==> src/hw/rtl/crcdf_pkg.sv <==
// Shared types, constants and the CRC-16 byte update for the packet deframer.
// No dependencies; crcdf_payload_ram, crcdf_parser and the deframer top use this package.
`timescale 1ns / 1ps
`default_nettype none

package crcdf_pkg;

  localparam int MaxPayloadBytes = 255;

  localparam logic [15:0] CrcInit = 16'hFFFF;
  localparam logic [15:0] CrcPoly = 16'h1021;

  // configuration register indexes
  localparam logic [0:0] CFG_MAGIC_FIRST  = 1'b0;
  localparam logic [0:0] CFG_MAGIC_SECOND = 1'b1;

  typedef enum logic [6:0] {
    PH_MAGIC1 = 7'b0000001,
    PH_MAGIC2 = 7'b0000010,
    PH_LEN    = 7'b0000100,
    PH_HDR    = 7'b0001000,
    PH_PAY    = 7'b0010000,
    PH_CRCL   = 7'b0100000,
    PH_CRCH   = 7'b1000000
  } phase_t;

  // header view presented with every result beat
  typedef struct packed {
    logic       ready;
    logic [7:0] length;
    logic [7:0] sequence_v;
    logic [7:0] system_v;
    logic [7:0] message_v;
  } hdr_t;

  // payload store write request
  typedef struct packed {
    logic       en;
    logic [7:0] addr;
    logic [7:0] data;
  } pay_wr_t;

  // CRC-16/CCITT-FALSE update by one byte, MSB first
  function automatic logic [15:0] crc_byte(input logic [15:0] crc, input logic [7:0] b);
    logic [15:0] c;
    c = crc ^ {b, 8'h00};
    for (int k = 0; k < 8; k++) begin
      if (c[15]) begin
        c = {c[14:0], 1'b0} ^ CrcPoly;
      end else begin
        c = {c[14:0], 1'b0};
      end
    end
    return c;
  endfunction

endpackage

`default_nettype wire

==> src/hw/rtl/crcdf_ifs.sv <==
// Valid/ready channel interfaces for the deframer input and result beats.
// Depends on nothing; used by crc16_packet_deframer_top.
`timescale 1ns / 1ps
`default_nettype none

interface crcdf_in_if;
  logic       valid;
  logic       ready;
  logic       operation;
  logic [7:0] rx_byte;
  logic [7:0] read_index;

  modport source(output valid, operation, rx_byte, read_index, input ready);
  modport sink(input valid, operation, rx_byte, read_index, output ready);
endinterface

interface crcdf_out_if;
  logic       valid;
  logic       ready;
  logic       frame_ready;
  logic [7:0] frame_length;
  logic [7:0] sequence_res;
  logic [7:0] system_id;
  logic [7:0] message_id;
  logic [7:0] read_data;
  logic       read_in_range;

  modport source(output valid, frame_ready, frame_length, sequence_res, system_id,
                 message_id, read_data, read_in_range, input ready);
  modport sink(input valid, frame_ready, frame_length, sequence_res, system_id,
               message_id, read_data, read_in_range, output ready);
endinterface

`default_nettype wire

==> src/hw/rtl/crcdf_payload_ram.sv <==
// Payload byte store: one write port, one registered read port.
// Depends on crcdf_pkg for the write request struct.
`timescale 1ns / 1ps
`default_nettype none

module crcdf_payload_ram #(
  parameter int MAX_PAYLOAD_BYTES = crcdf_pkg::MaxPayloadBytes
) (
  input  wire                     clk,
  input  crcdf_pkg::pay_wr_t      wr,
  input  wire                     rd_en,
  input  wire  [7:0]              rd_addr,
  output logic [7:0]              rd_data_r
);

  localparam int AddrW = (MAX_PAYLOAD_BYTES > 1) ? $clog2(MAX_PAYLOAD_BYTES) : 1;

  logic [7:0] mem [MAX_PAYLOAD_BYTES];

  always_ff @(posedge clk) begin
    if (wr.en) begin
      mem[wr.addr[AddrW-1:0]] <= wr.data;
    end
  end

  always_ff @(posedge clk) begin
    if (rd_en) begin
      rd_data_r <= mem[rd_addr[AddrW-1:0]];
    end
  end

endmodule

`default_nettype wire

==> src/hw/rtl/crcdf_parser.sv <==
// Frame parser: phase machine, header registers, running CRC and ready flag.
// Depends on crcdf_pkg; drives payload store writes.
`timescale 1ns / 1ps
`default_nettype none

module crcdf_parser #(
  parameter int MAX_PAYLOAD_BYTES = crcdf_pkg::MaxPayloadBytes
) (
  input  wire                   clk,
  input  wire                   rst_n,
  input  wire                   take_en,
  input  wire  [7:0]            rx_byte,
  input  wire  [7:0]            magic_first,
  input  wire  [7:0]            magic_second,
  output crcdf_pkg::hdr_t       hdr_nxt,
  output crcdf_pkg::pay_wr_t    pay_wr
);

  localparam logic [8:0] MaxLen = 9'(MAX_PAYLOAD_BYTES);

  crcdf_pkg::phase_t phase_r, phase_nxt;
  crcdf_pkg::hdr_t   hdr_r;
  logic [7:0]  cnt_r, cnt_nxt;
  logic [7:0]  stage_seq_r, stage_seq_nxt;
  logic [7:0]  stage_sys_r, stage_sys_nxt;
  logic [15:0] crc_r, crc_nxt;
  logic [7:0]  crc_lo_r, crc_lo_nxt;
  logic [15:0] crc_upd;
  logic [8:0]  cnt_inc;

  assign crc_upd = crcdf_pkg::crc_byte(crc_r, rx_byte);
  assign cnt_inc = {1'b0, cnt_r} + 9'd1;

  always_comb begin
    phase_nxt     = phase_r;
    hdr_nxt       = hdr_r;
    cnt_nxt       = cnt_r;
    stage_seq_nxt = stage_seq_r;
    stage_sys_nxt = stage_sys_r;
    crc_nxt       = crc_r;
    crc_lo_nxt    = crc_lo_r;
    pay_wr.en     = 1'b0;
    pay_wr.addr   = cnt_r;
    pay_wr.data   = rx_byte;
    if (take_en) begin
      case (phase_r)
        crcdf_pkg::PH_MAGIC1: begin
          if (rx_byte == magic_first) begin
            // new frame start: drop the held frame
            hdr_nxt       = '0;
            cnt_nxt       = '0;
            stage_seq_nxt = '0;
            stage_sys_nxt = '0;
            crc_nxt       = crcdf_pkg::CrcInit;
            crc_lo_nxt    = '0;
            phase_nxt     = crcdf_pkg::PH_MAGIC2;
          end
        end
        crcdf_pkg::PH_MAGIC2: begin
          phase_nxt = (rx_byte == magic_second) ? crcdf_pkg::PH_LEN : crcdf_pkg::PH_MAGIC1;
        end
        crcdf_pkg::PH_LEN: begin
          hdr_nxt.length = rx_byte;
          crc_nxt        = crc_upd;
          cnt_nxt        = '0;
          phase_nxt      = crcdf_pkg::PH_HDR;
        end
        crcdf_pkg::PH_HDR: begin
          crc_nxt = crc_upd;
          if (cnt_r == 8'd0) begin
            stage_seq_nxt = rx_byte;
            cnt_nxt       = 8'd1;
          end else if (cnt_r == 8'd1) begin
            stage_sys_nxt = rx_byte;
            cnt_nxt       = 8'd2;
          end else begin
            hdr_nxt.sequence_v = stage_seq_r;
            hdr_nxt.system_v   = stage_sys_r;
            hdr_nxt.message_v  = rx_byte;
            cnt_nxt            = '0;
            if ({1'b0, hdr_r.length} > MaxLen) begin
              phase_nxt = crcdf_pkg::PH_MAGIC1;
            end else if (hdr_r.length == 8'd0) begin
              phase_nxt = crcdf_pkg::PH_CRCL;
            end else begin
              phase_nxt = crcdf_pkg::PH_PAY;
            end
          end
        end
        crcdf_pkg::PH_PAY: begin
          crc_nxt   = crc_upd;
          pay_wr.en = ({1'b0, cnt_r} < MaxLen);
          cnt_nxt   = cnt_inc[7:0];
          if (cnt_inc >= {1'b0, hdr_r.length}) begin
            phase_nxt = crcdf_pkg::PH_CRCL;
          end
        end
        crcdf_pkg::PH_CRCL: begin
          crc_lo_nxt = rx_byte;
          phase_nxt  = crcdf_pkg::PH_CRCH;
        end
        crcdf_pkg::PH_CRCH: begin
          if ({rx_byte, crc_lo_r} == crc_r) begin
            hdr_nxt.ready = 1'b1;
          end
          phase_nxt = crcdf_pkg::PH_MAGIC1;
        end
        default: begin
          phase_nxt = crcdf_pkg::PH_MAGIC1;
        end
      endcase
    end
  end

  always_ff @(posedge clk) begin
    if (!rst_n) begin
      phase_r     <= crcdf_pkg::PH_MAGIC1;
      hdr_r       <= '0;
      cnt_r       <= '0;
      stage_seq_r <= '0;
      stage_sys_r <= '0;
      crc_r       <= crcdf_pkg::CrcInit;
      crc_lo_r    <= '0;
    end else begin
      phase_r     <= phase_nxt;
      hdr_r       <= hdr_nxt;
      cnt_r       <= cnt_nxt;
      stage_seq_r <= stage_seq_nxt;
      stage_sys_r <= stage_sys_nxt;
      crc_r       <= crc_nxt;
      crc_lo_r    <= crc_lo_nxt;
    end
  end

endmodule

`default_nettype wire

==> src/hw/rtl/crc16_packet_deframer_top.sv <==
// Packet deframer: magic header, length, sequence, ids, payload, CRC-16.
// A beat accepted on in_ch registers into stage 1 (parser state, header snapshot, payload
// store read); it then loads the result register once that register is free or draining.
// Throughput: one beat per cycle while out_ch.ready keeps the result register draining.
// Reset (rst_n, synchronous, active low) clears magic values, header, CRC and
// handshake state; the payload store is not cleared.
// Depends on crcdf_pkg, crcdf_ifs, crcdf_parser and crcdf_payload_ram.
`timescale 1ns / 1ps
`default_nettype none

module crc16_packet_deframer_top #(
  parameter int MAX_PAYLOAD_BYTES = crcdf_pkg::MaxPayloadBytes
) (
  input  wire               clk,
  input  wire               rst_n,
  crcdf_in_if.sink          in_ch,
  crcdf_out_if.source       out_ch,
  input  wire               cfg_we,
  input  wire  [0:0]        cfg_index,
  input  wire  [7:0]        cfg_wdata
);

  localparam logic [8:0] MaxLen = 9'(MAX_PAYLOAD_BYTES);

  logic [7:0] magic_first_r, magic_second_r;

  logic               in_acc, take_en, rd_en, rd_in_range;
  logic               s1_valid_r, s1_adv;
  crcdf_pkg::hdr_t    hdr_nxt;
  crcdf_pkg::hdr_t    s1_hdr_r;
  logic               s1_inr_r;
  crcdf_pkg::pay_wr_t pay_wr;
  logic [7:0]         rd_data_r;
  logic               out_valid_r;

  always_ff @(posedge clk) begin
    if (!rst_n) begin
      magic_first_r  <= '0;
      magic_second_r <= '0;
    end else if (cfg_we) begin
      case (cfg_index)
        crcdf_pkg::CFG_MAGIC_FIRST:  magic_first_r  <= cfg_wdata;
        crcdf_pkg::CFG_MAGIC_SECOND: magic_second_r <= cfg_wdata;
        default: ;
      endcase
    end
  end

  // stage 1 advances when the output register is free or being drained
  assign s1_adv      = s1_valid_r && (!out_valid_r || out_ch.ready);
  assign in_ch.ready = !s1_valid_r || s1_adv;
  assign in_acc      = in_ch.valid && in_ch.ready;
  assign take_en     = in_acc && !in_ch.operation;

  // reads leave state untouched, so the next header equals the current one
  assign rd_in_range = hdr_nxt.ready &&
                       (in_ch.read_index < hdr_nxt.length) &&
                       ({1'b0, in_ch.read_index} < MaxLen);
  assign rd_en = in_acc && in_ch.operation && rd_in_range;

  crcdf_parser #(
    .MAX_PAYLOAD_BYTES(MAX_PAYLOAD_BYTES)
  ) u_parser (
    .clk          (clk),
    .rst_n        (rst_n),
    .take_en      (take_en),
    .rx_byte      (in_ch.rx_byte),
    .magic_first  (magic_first_r),
    .magic_second (magic_second_r),
    .hdr_nxt      (hdr_nxt),
    .pay_wr       (pay_wr)
  );

  crcdf_payload_ram #(
    .MAX_PAYLOAD_BYTES(MAX_PAYLOAD_BYTES)
  ) u_payload_ram (
    .clk       (clk),
    .wr        (pay_wr),
    .rd_en     (rd_en),
    .rd_addr   (in_ch.read_index),
    .rd_data_r (rd_data_r)
  );

  always_ff @(posedge clk) begin
    if (!rst_n) begin
      s1_valid_r <= 1'b0;
    end else begin
      s1_valid_r <= in_acc || (s1_valid_r && !s1_adv);
    end
  end

  always_ff @(posedge clk) begin
    if (in_acc) begin
      s1_hdr_r <= hdr_nxt;
      s1_inr_r <= in_ch.operation && rd_in_range;
    end
  end

  always_ff @(posedge clk) begin
    if (!rst_n) begin
      out_valid_r <= 1'b0;
    end else begin
      out_valid_r <= s1_adv || (out_valid_r && !out_ch.ready);
    end
  end

  // load the result beat; mask read data for out-of-range reads
  always_ff @(posedge clk) begin
    if (s1_adv) begin
      out_ch.frame_ready   <= s1_hdr_r.ready;
      out_ch.frame_length  <= s1_hdr_r.length;
      out_ch.sequence_res  <= s1_hdr_r.sequence_v;
      out_ch.system_id     <= s1_hdr_r.system_v;
      out_ch.message_id    <= s1_hdr_r.message_v;
      out_ch.read_data     <= s1_inr_r ? rd_data_r : 8'd0;
      out_ch.read_in_range <= s1_inr_r;
    end
  end

  assign out_ch.valid = out_valid_r;

endmodule

`default_nettype wire

==> src/flat_wrapper.sv <==
// flat-port wrapper written by rule: the top's interface ports become plain ports
module crc16_packet_deframer_top_flat 
#(
  parameter int MAX_PAYLOAD_BYTES = crcdf_pkg::MaxPayloadBytes
)
  (clk, rst_n, cfg_we, cfg_index, cfg_wdata, in_ch_valid, in_ch_operation, in_ch_rx_byte, in_ch_read_index, in_ch_ready, out_ch_valid, out_ch_frame_ready, out_ch_frame_length, out_ch_sequence_res, out_ch_system_id, out_ch_message_id, out_ch_read_data, out_ch_read_in_range, out_ch_ready);
  crcdf_in_if in_ch_i ();
  crcdf_out_if out_ch_i ();
  input  wire clk;
  input  wire rst_n;
  input  wire cfg_we;
  input  wire  [0:0] cfg_index;
  input  wire  [7:0] cfg_wdata;
  input wire logic [$bits(in_ch_i.valid)-1:0] in_ch_valid;
  input wire logic [$bits(in_ch_i.operation)-1:0] in_ch_operation;
  input wire logic [$bits(in_ch_i.rx_byte)-1:0] in_ch_rx_byte;
  input wire logic [$bits(in_ch_i.read_index)-1:0] in_ch_read_index;
  output wire logic [$bits(in_ch_i.ready)-1:0] in_ch_ready;
  output wire logic [$bits(out_ch_i.valid)-1:0] out_ch_valid;
  output wire logic [$bits(out_ch_i.frame_ready)-1:0] out_ch_frame_ready;
  output wire logic [$bits(out_ch_i.frame_length)-1:0] out_ch_frame_length;
  output wire logic [$bits(out_ch_i.sequence_res)-1:0] out_ch_sequence_res;
  output wire logic [$bits(out_ch_i.system_id)-1:0] out_ch_system_id;
  output wire logic [$bits(out_ch_i.message_id)-1:0] out_ch_message_id;
  output wire logic [$bits(out_ch_i.read_data)-1:0] out_ch_read_data;
  output wire logic [$bits(out_ch_i.read_in_range)-1:0] out_ch_read_in_range;
  input wire logic [$bits(out_ch_i.ready)-1:0] out_ch_ready;
  assign in_ch_i.valid = in_ch_valid;
  assign in_ch_i.operation = in_ch_operation;
  assign in_ch_i.rx_byte = in_ch_rx_byte;
  assign in_ch_i.read_index = in_ch_read_index;
  assign in_ch_ready = in_ch_i.ready;
  assign out_ch_valid = out_ch_i.valid;
  assign out_ch_frame_ready = out_ch_i.frame_ready;
  assign out_ch_frame_length = out_ch_i.frame_length;
  assign out_ch_sequence_res = out_ch_i.sequence_res;
  assign out_ch_system_id = out_ch_i.system_id;
  assign out_ch_message_id = out_ch_i.message_id;
  assign out_ch_read_data = out_ch_i.read_data;
  assign out_ch_read_in_range = out_ch_i.read_in_range;
  assign out_ch_i.ready = out_ch_ready;
  crc16_packet_deframer_top #(.MAX_PAYLOAD_BYTES(MAX_PAYLOAD_BYTES)) u_core (.clk(clk), .rst_n(rst_n), .in_ch(in_ch_i), .out_ch(out_ch_i), .cfg_we(cfg_we), .cfg_index(cfg_index), .cfg_wdata(cfg_wdata));
endmodule
==> config.mk <==
export PLATFORM = sky130hd
export DESIGN_NAME = crc16_packet_deframer_top_flat
export DESIGN_NICKNAME = d
export VERILOG_FILES = /design/src/hw/rtl/crcdf_pkg.sv /design/src/hw/rtl/crcdf_ifs.sv /design/src/hw/rtl/crcdf_payload_ram.sv /design/src/hw/rtl/crcdf_parser.sv /design/src/hw/rtl/crc16_packet_deframer_top.sv /design/src/flat_wrapper.sv
export SDC_FILE = /design/constraint.sdc
export NUM_CORES = 2
export LEC_CHECK = 0
export BUFFER_PORTS_ARGS = -buffer_cell sky130_fd_sc_hd__buf_2
export CELL_PAD_IN_SITES_DETAIL_PLACEMENT = 0
export CELL_PAD_IN_SITES_GLOBAL_PLACEMENT = 1
export CORE_MARGIN = 4
export CORE_UTILIZATION = 44
export CTS_CLUSTER_DIAMETER = 30
export CTS_CLUSTER_SIZE = 20
export DETAILED_ROUTE_END_ITERATION = 16
export HOLD_SLACK_MARGIN = 0.06
export PLACE_DENSITY = 0.74
export SLEW_MARGIN = 5
export SYNTH_ARGS = -nofsm -noshare
export SYNTH_HDL_FRONTEND = slang
export SYNTH_SLANG_ARGS = --single-unit
==> constraint.sdc <==
create_clock -name clk -period 4 [get_ports clk]
set_input_delay 0.6 -clock clk [delete_from_list [all_inputs] [get_ports clk]]
set_output_delay 0.6 -clock clk [all_outputs]
set_load 0.05 [all_outputs]
Word level (Yosys, flattened, before mapping)
Memory sizes are Yosys's and may differ from the RTL's. A register that Yosys moved wholly into a read port is not among the register bits.
Cells that the tools add are included.
{"block": "word_totals", "inputBits": 31, "memories": 1, "output_inout_bits": 44, "ram_bits": 2040, "regBits": 182, "elab_cells": 134}
{"name": "u_core.u_payload_ram.mem", "depth": 255, "word_bits": 8, "rd": 1, "rd_clocked_by_memory_dff": 1, "wr": 1, "line_no": "crcdf_payload_ram.sv:18", "text": "logic [7:0] mem [MAX_PAYLOAD_BYTES];"}
{"block": "classes", "bitwise_logic": 10, "muxes": 39, "order_cmp": 4, "n_addsub": 1, "n_reduce_logical": 34, "n_eq_ne": 17}
{"operator": "13-bit two-way mux", "count": 8}
{"operator": "33-bit two-way mux", "count": 2}
{"operator": "8-bit one-hot mux with 2 select lines", "count": 4}
{"operator": "24-bit two-way mux", "count": 2}
{"operator": "24-bit one-hot mux with 2 select lines", "count": 1}
{"operator": "7-bit one-hot mux with 6 select lines", "count": 1}
{"operator": "8-bit two-way mux", "count": 4}
{"operator": "16-bit one-hot mux with 2 select lines", "count": 1}
{"operator": "8-bit one-hot mux with 4 select lines", "count": 1}
{"operator": "7-bit two-way mux", "count": 4}
{"operator": "3-bit NOT", "count": 8}
{"operator": "16-bit equality test", "count": 1}
{"operator": "8-bit equality test", "count": 2}
{"operator": "8-bit logical NOT", "count": 2}
{"operator": "8-bit less-than comparator, second input constant", "count": 2}
{"operator": "16-bit two-way mux", "count": 1}
{"operator": "16-bit XOR", "count": 1}
{"operator": "2-bit inequality test, second input constant", "count": 6}
{"operator": "1-bit logical AND", "count": 10}
{"operator": "5-bit AND reduction", "count": 2}
{"operator": "8-bit by 1-bit adder with 9-bit output, second input constant", "count": 1}
{"operator": "9-bit by 8-bit greater-or-equal comparator with 1-bit output", "count": 1}
{"operator": "3-bit AND reduction", "count": 3}
{"operator": "8-bit by 1-bit equality test with 1-bit output, second input constant", "count": 1}
{"operator": "other kinds (21)", "count": 36}

Logic depth before layout (Yosys ltp)
{"block": "logic_depth", "depth_word": 18, "mapped_depth": 14, "depth_no_buf": 13}

Hierarchy
From an unflattened synthesis, not the netlist that was laid out.
{"block": "unflattened", "hier_cells": 4596, "area_unflattened_um2": 88436.1}
{"mod": "crcdf_payload_ram", "instances": 1, "area_each_um2": 80566.0, "cells_per_inst": 3910, "seq_area_each_um2": 61499.0}
{"mod": "crcdf_parser", "instances": 1, "area_each_um2": 4631.9, "cells_per_inst": 501, "seq_area_each_um2": 1761.7}
{"mod": "crc16_packet_deframer_top", "instances": 1, "area_each_um2": 3238.1, "cells_per_inst": 185, "seq_area_each_um2": 2642.5}

Worst setup path before layout
No wires, ideal clock.
{"block": "synth_timing", "path_type": "flip-flop to flip-flop", "from": "reg u_core.out_valid_r (netlist: u_core.out_ch.valid)", "to": "reg u_core.u_payload_ram.rd_data_r[0] (read register of u_core.u_payload_ram.mem), enable pin", "path_slack_ps": -215, "path_buffers": 0, "stages_incl_launch_ff": 13, "setup_time_ps": 389, "t_arrival_ps": 3826, "period_less_slack_ps": 4215, "required_time_ps": 3611, "path_cell_list": "dfxtp_1 > nand3b_1 > nand3b_1 > a211o_1 > a22o_1 > inv_1 > ha_1 > a21o_1 > nand2_1 > nand4b_1 > nor3_1 > nand3_1 > a311oi_1"}
{"item": "from (decl)", "line_no": "crc16_packet_deframer_top.sv:34", "text": "logic out_valid_r;"}
{"item": "from (signal assigned)", "line_no": "crc16_packet_deframer_top.sv:103", "text": "out_valid_r <= s1_adv || (out_valid_r && !out_ch.ready);"}
{"item": "to (decl)", "line_no": "crcdf_payload_ram.sv:13", "text": "output logic [7:0] rd_data_r"}

==> out/results.tsv <==
stage	metric	value	unit
setup_path	kind of critical path	flop to flop	
timing	final setup vio count	0	
cells_and_area	Syn-to-layout area delta	24.7	%
cts	total CTS buffers	436	
synth	net count after synthesis	4501	
pwr	power share of the combinational group	0.042	
die	# rows	163	
die	Die Y-Extent	454	um
setup_path	CP Launch Type	flop	
timing	Slew Viols, Final	0	
placed_design	Port Buffers	74	
cts	clock sink count	2230	
synth	Seq/Total Area, Yosys	0.752	
cells_and_area	layout filler cell count	14600	
setup_path	CP Data Arrival Time	4.49	ns
cts	Root Buffer	clkbuf_16	
setup_path	family with the most delay on the worst path	simple AND/OR/NAND/NOR gates	
placed_design	placed cell areas	94500	um2
setup_path	CP max-delay cell	dfxtp_1	
synth	Mean Syn Cell Area	19.7	um2
pwr	clock share of power	0.561	
cells_and_area	register area	65900	um2
die	core box area	198000	um2
drt	detailed-route wire length per cell	31.1	um
pwr	Sw Pwr	13.6	mW
pwr	sequential share of power	0.398	
setup_path	CP Max Fanout	8	
synth	ys async rst share	0	
global_route	number of global-route vias before repair	49600	
global_route	GRT Resource Usage Total	0.249	
cts	Clock Latency Late Sink	0.99	ns
die	die width	454	um
setup_path	CP peak stage delay	0.33	ns
run_status	status	completed	
synth	Cells after Synth	4451	
global_route	initial antenna violation count	22	
drt	DR pass1 iterations	8	
placed_design	Place WS	-0.536	ns
setup_path	critical path, cell by cell	xor2_2 > nor4_4 > nand3_2 > buf_4 > a211o_1 > buf_4 > buf_4 > a22o_1 > inv_1 > ha_1 > nand4_1 > nor2_1 > nor3_2 > nand3_1 > a311oi_2 > buf_4	
setup_path	Buf/Inv on CP	5	
drt	via count	49700	
placed_design	HPWL after DPL	164	mm
synth	Synth Flop Type	edfxtp_1	
drt	drt via density	6.00	
timing	Worst Max-Slew Pin Slew	1.13	ns
global_route	grt total ovfl	0	
timing	Worst Clk Skew	0.0782	ns
die	I/O pins	75	
drt	final wirelength	258	mm
die	initial core utilization	0.443	
cts	Clock transition at path regs	0.05	ns
timing	post-route setup slack	0.137	ns
drt	DRT iter0 DRCs	6881	
cells_and_area	Total Nets Final	5332	
synth	synthesized flop and latch total	2230	
setup_path	CP Capture Type	flop	
cells_and_area	layout cells sized above 1	0.320	
setup_path	Crit path required time	4.63	ns
synth	Post-Syn Area	87600	um2
placed_design	Post-Place Cells	7478	
timing	RSZ-0062 raised after global routing	false	
timing	final period utilization	0.966	
cells_and_area	multi-input logic area	19900	um2
synth	synth unique cells	93	
pwr	switch share	0.210	
timing	Slew HR	0.245	
pwr	Leak	37.1	nW
cts	buffer depth of the longest clock path	4	
timing	Fmax	259	MHz
cells_and_area	final non-filler cell total	8274	
die	overall die area	206000	um2
timing	WHS	0.148	ns
timing	Hold Vio Cnt, Final	0	
cts	CTS tree	done	
synth	EDFF count, synth	2124	
cells_and_area	Finished Cell Area	109000	um2
timing	TNS Setup	0	ns
worst_hold_path	Tightest Hold Check Type	input pin to flop	
global_route	first-pass GRT wire length	367	mm
pwr	maximum VDD drop	0.479	mV
run	Maximum Capacitance Violations	0	
pwr	internal power	51.0	mW
setup_path	cell mode on critical path	buf_4	
synth	Synth warnings	0	
global_route	largest net degree at the start of global routing	172	
drt	Routed Antenna Nets	0	
cts	CTS HTree Levels	5	
placed_design	RD Place Congestion	0.894	
timing	crit path time final	3.86	ns
drt	DRC Markers	0	
pwr	Power Density	591	nW/um2
-- Yosys cell counts (10+ instances only) --
library cell | number | area, um2
xnor2_1 | 19 | 166
ha_1 | 19 | 238
nor2_1 | 342 | 1280
clkbuf_1 | 83 | 312
mux4_1 | 50 | 1310
dfxtp_1 | 106 | 2120
nand2_1 | 152 | 571
buf_4 | 38 | 285
a21oi_1 | 99 | 495
buf_12 | 10 | 200
a22o_1 | 43 | 377
mux4_2 | 402 | 9050
o21ai_0 | 64 | 320
inv_1 | 26 | 97.6
nor2b_1 | 12 | 75.1
nand2b_1 | 10 | 62.6
and2_1 | 46 | 288
o221ai_1 | 22 | 193
nand3_1 | 48 | 240
a221oi_1 | 40 | 350
nand4_1 | 16 | 100
o22ai_1 | 39 | 244
a31oi_1 | 18 | 113
buf_6 | 26 | 293
buf_2 | 77 | 385
nor3_1 | 17 | 85.1
buf_8 | 14 | 210
xor2_1 | 36 | 315
mux2i_1 | 199 | 1990
nor4_1 | 11 | 68.8
a211oi_1 | 24 | 180
a22oi_1 | 71 | 533
edfxtp_1 | 2124 | 63800
-- cell usage in the layout (no fill, tap or decap), types with 44 or more instances in the layout --
master,count
a21oi_1,99
a22oi_1,71
and2_1,45
buf_2,62
buf_4,546
bufinv_16,67
clkbuf_16,443
clkinv_1,60
clkinv_2,74
clkinvlp_4,44
dfxtp_1,106
edfxtp_1,2124
mux2i_1,199
mux4_1,50
mux4_2,402
nand2_1,146
nand3_1,44
nor2_1,339
o21ai_0,64
-- kinds of logic (layout without fill, tap and decap cells) --
kind of cell | count (synthesis) | in the layout | share of synthesized area
compound gates | 494 | 494 | 0.0397
xor+xnor | 55 | 55 | 0.00550
other cells | 0 | 10 | 0
flops | 2230 | 2230 | 0.752
fa+ha+maj | 19 | 19 | 0.00271
simple gates | 699 | 699 | 0.0359
mux | 655 | 655 | 0.142
buf+inv | 299 | 1472 | 0.0226
-- path summary, 6_finish.rpt --
path | from | slack, ns | endpoint | cells past startpoint
setup / recovery | u_core.magic_first_r[7] | 0.14 | u_core.u_payload_ram.rd_data_r[2] | 16
hold / removal | cfg_wdata[7] | 0.15 | u_core.magic_first_r[7] | 3
setup reg to reg | u_core.magic_first_r[7] | 0.14 | u_core.u_payload_ram.rd_data_r[2] | 16
hold reg to reg | u_core.s1_hdr_r[10] | 0.41 | u_core.out_ch.system_id[2] | 0
-- layer usage --
metal  part of all wire  up-vias  track usage
met5            0.00059        -            0
met4              0.042       22        0.107
met3               0.11      600       0.0716
met2               0.47     3069        0.387
met1               0.38    25900        0.331
li1                   -    20100            -
-- what timing repair did --
item | CTS | global route
endpoints found under the setup margin | 8 | 8
setup buffers | 0 | 0
hold buffers | 6 | 0
resized for setup | 1 | 3
cloned | 0 | 0
hold endpoints to repair | 10 | 0
pin swaps | 3 | 3
-- cell type report --
class | instances | share of cell area
Inverter | 29 | 0.00103
Sequential cell | 2230 | 0.603
Clock buffer | 489 | 0.103
Timing Repair Buffer | 663 | 0.0494
Antenna cell | 10 | 0.000229
Clock inverter | 291 | 0.0308
Tap cell | 2640 | 0.0302
Multi-Input combinational cell | 1922 | 0.182
-- tightest hold or removal path: cells and delay by family --
kind	cells	cell delay [ns]
AND/OR/NAND/NOR	1	0.05
multiplexers	1	0.18
buffers and inverters	1	0.22
-- power groups by stage --
stage                     Sequential (mW)  Combinational [mW]  Clock (mW)
after floorplan                      26.2                1.24           0
after global placement               26.1                2.61           0
after detailed placement             26.1                2.64           0
after CTS                            25.7                2.66        36.5
after global routing                 25.6                2.78        37.8
final                                25.7                2.68        36.2
-- state kept, by name (all words and copies together), names as in the netlist, 7 cells and up --
name,flops
u_core.u_payload_ram.mem,2040
u_core.s1_hdr_r,33
u_core.u_parser.hdr_r,33
u_core.u_parser.crc_r,16
u_core.magic_first_r,8
u_core.magic_second_r,8
u_core.out_ch.frame_length,8
u_core.out_ch.message_id,8
u_core.out_ch.read_data,8
u_core.out_ch.sequence_res,8
u_core.out_ch.system_id,8
u_core.u_parser.cnt_r,8
u_core.u_parser.crc_lo_r,8
u_core.u_parser.stage_seq_r,8
u_core.u_parser.stage_sys_r,8
u_core.u_payload_ram.rd_data_r,8
u_core.u_parser.phase_r,7
-- stage by stage --
stage / power (mW) / utilization
6_report: 64.5 / 0.553
5_1_grt: 66.2 / 0.553
4_1_cts: 64.8 / 0.553
3_5_place_dp: 28.7 / 0.478
3_3_place_gp: 28.7 / 0.478
2_1_floorplan: 27.4 / -
Note: power is estimated with default switching activity, not from simulation.
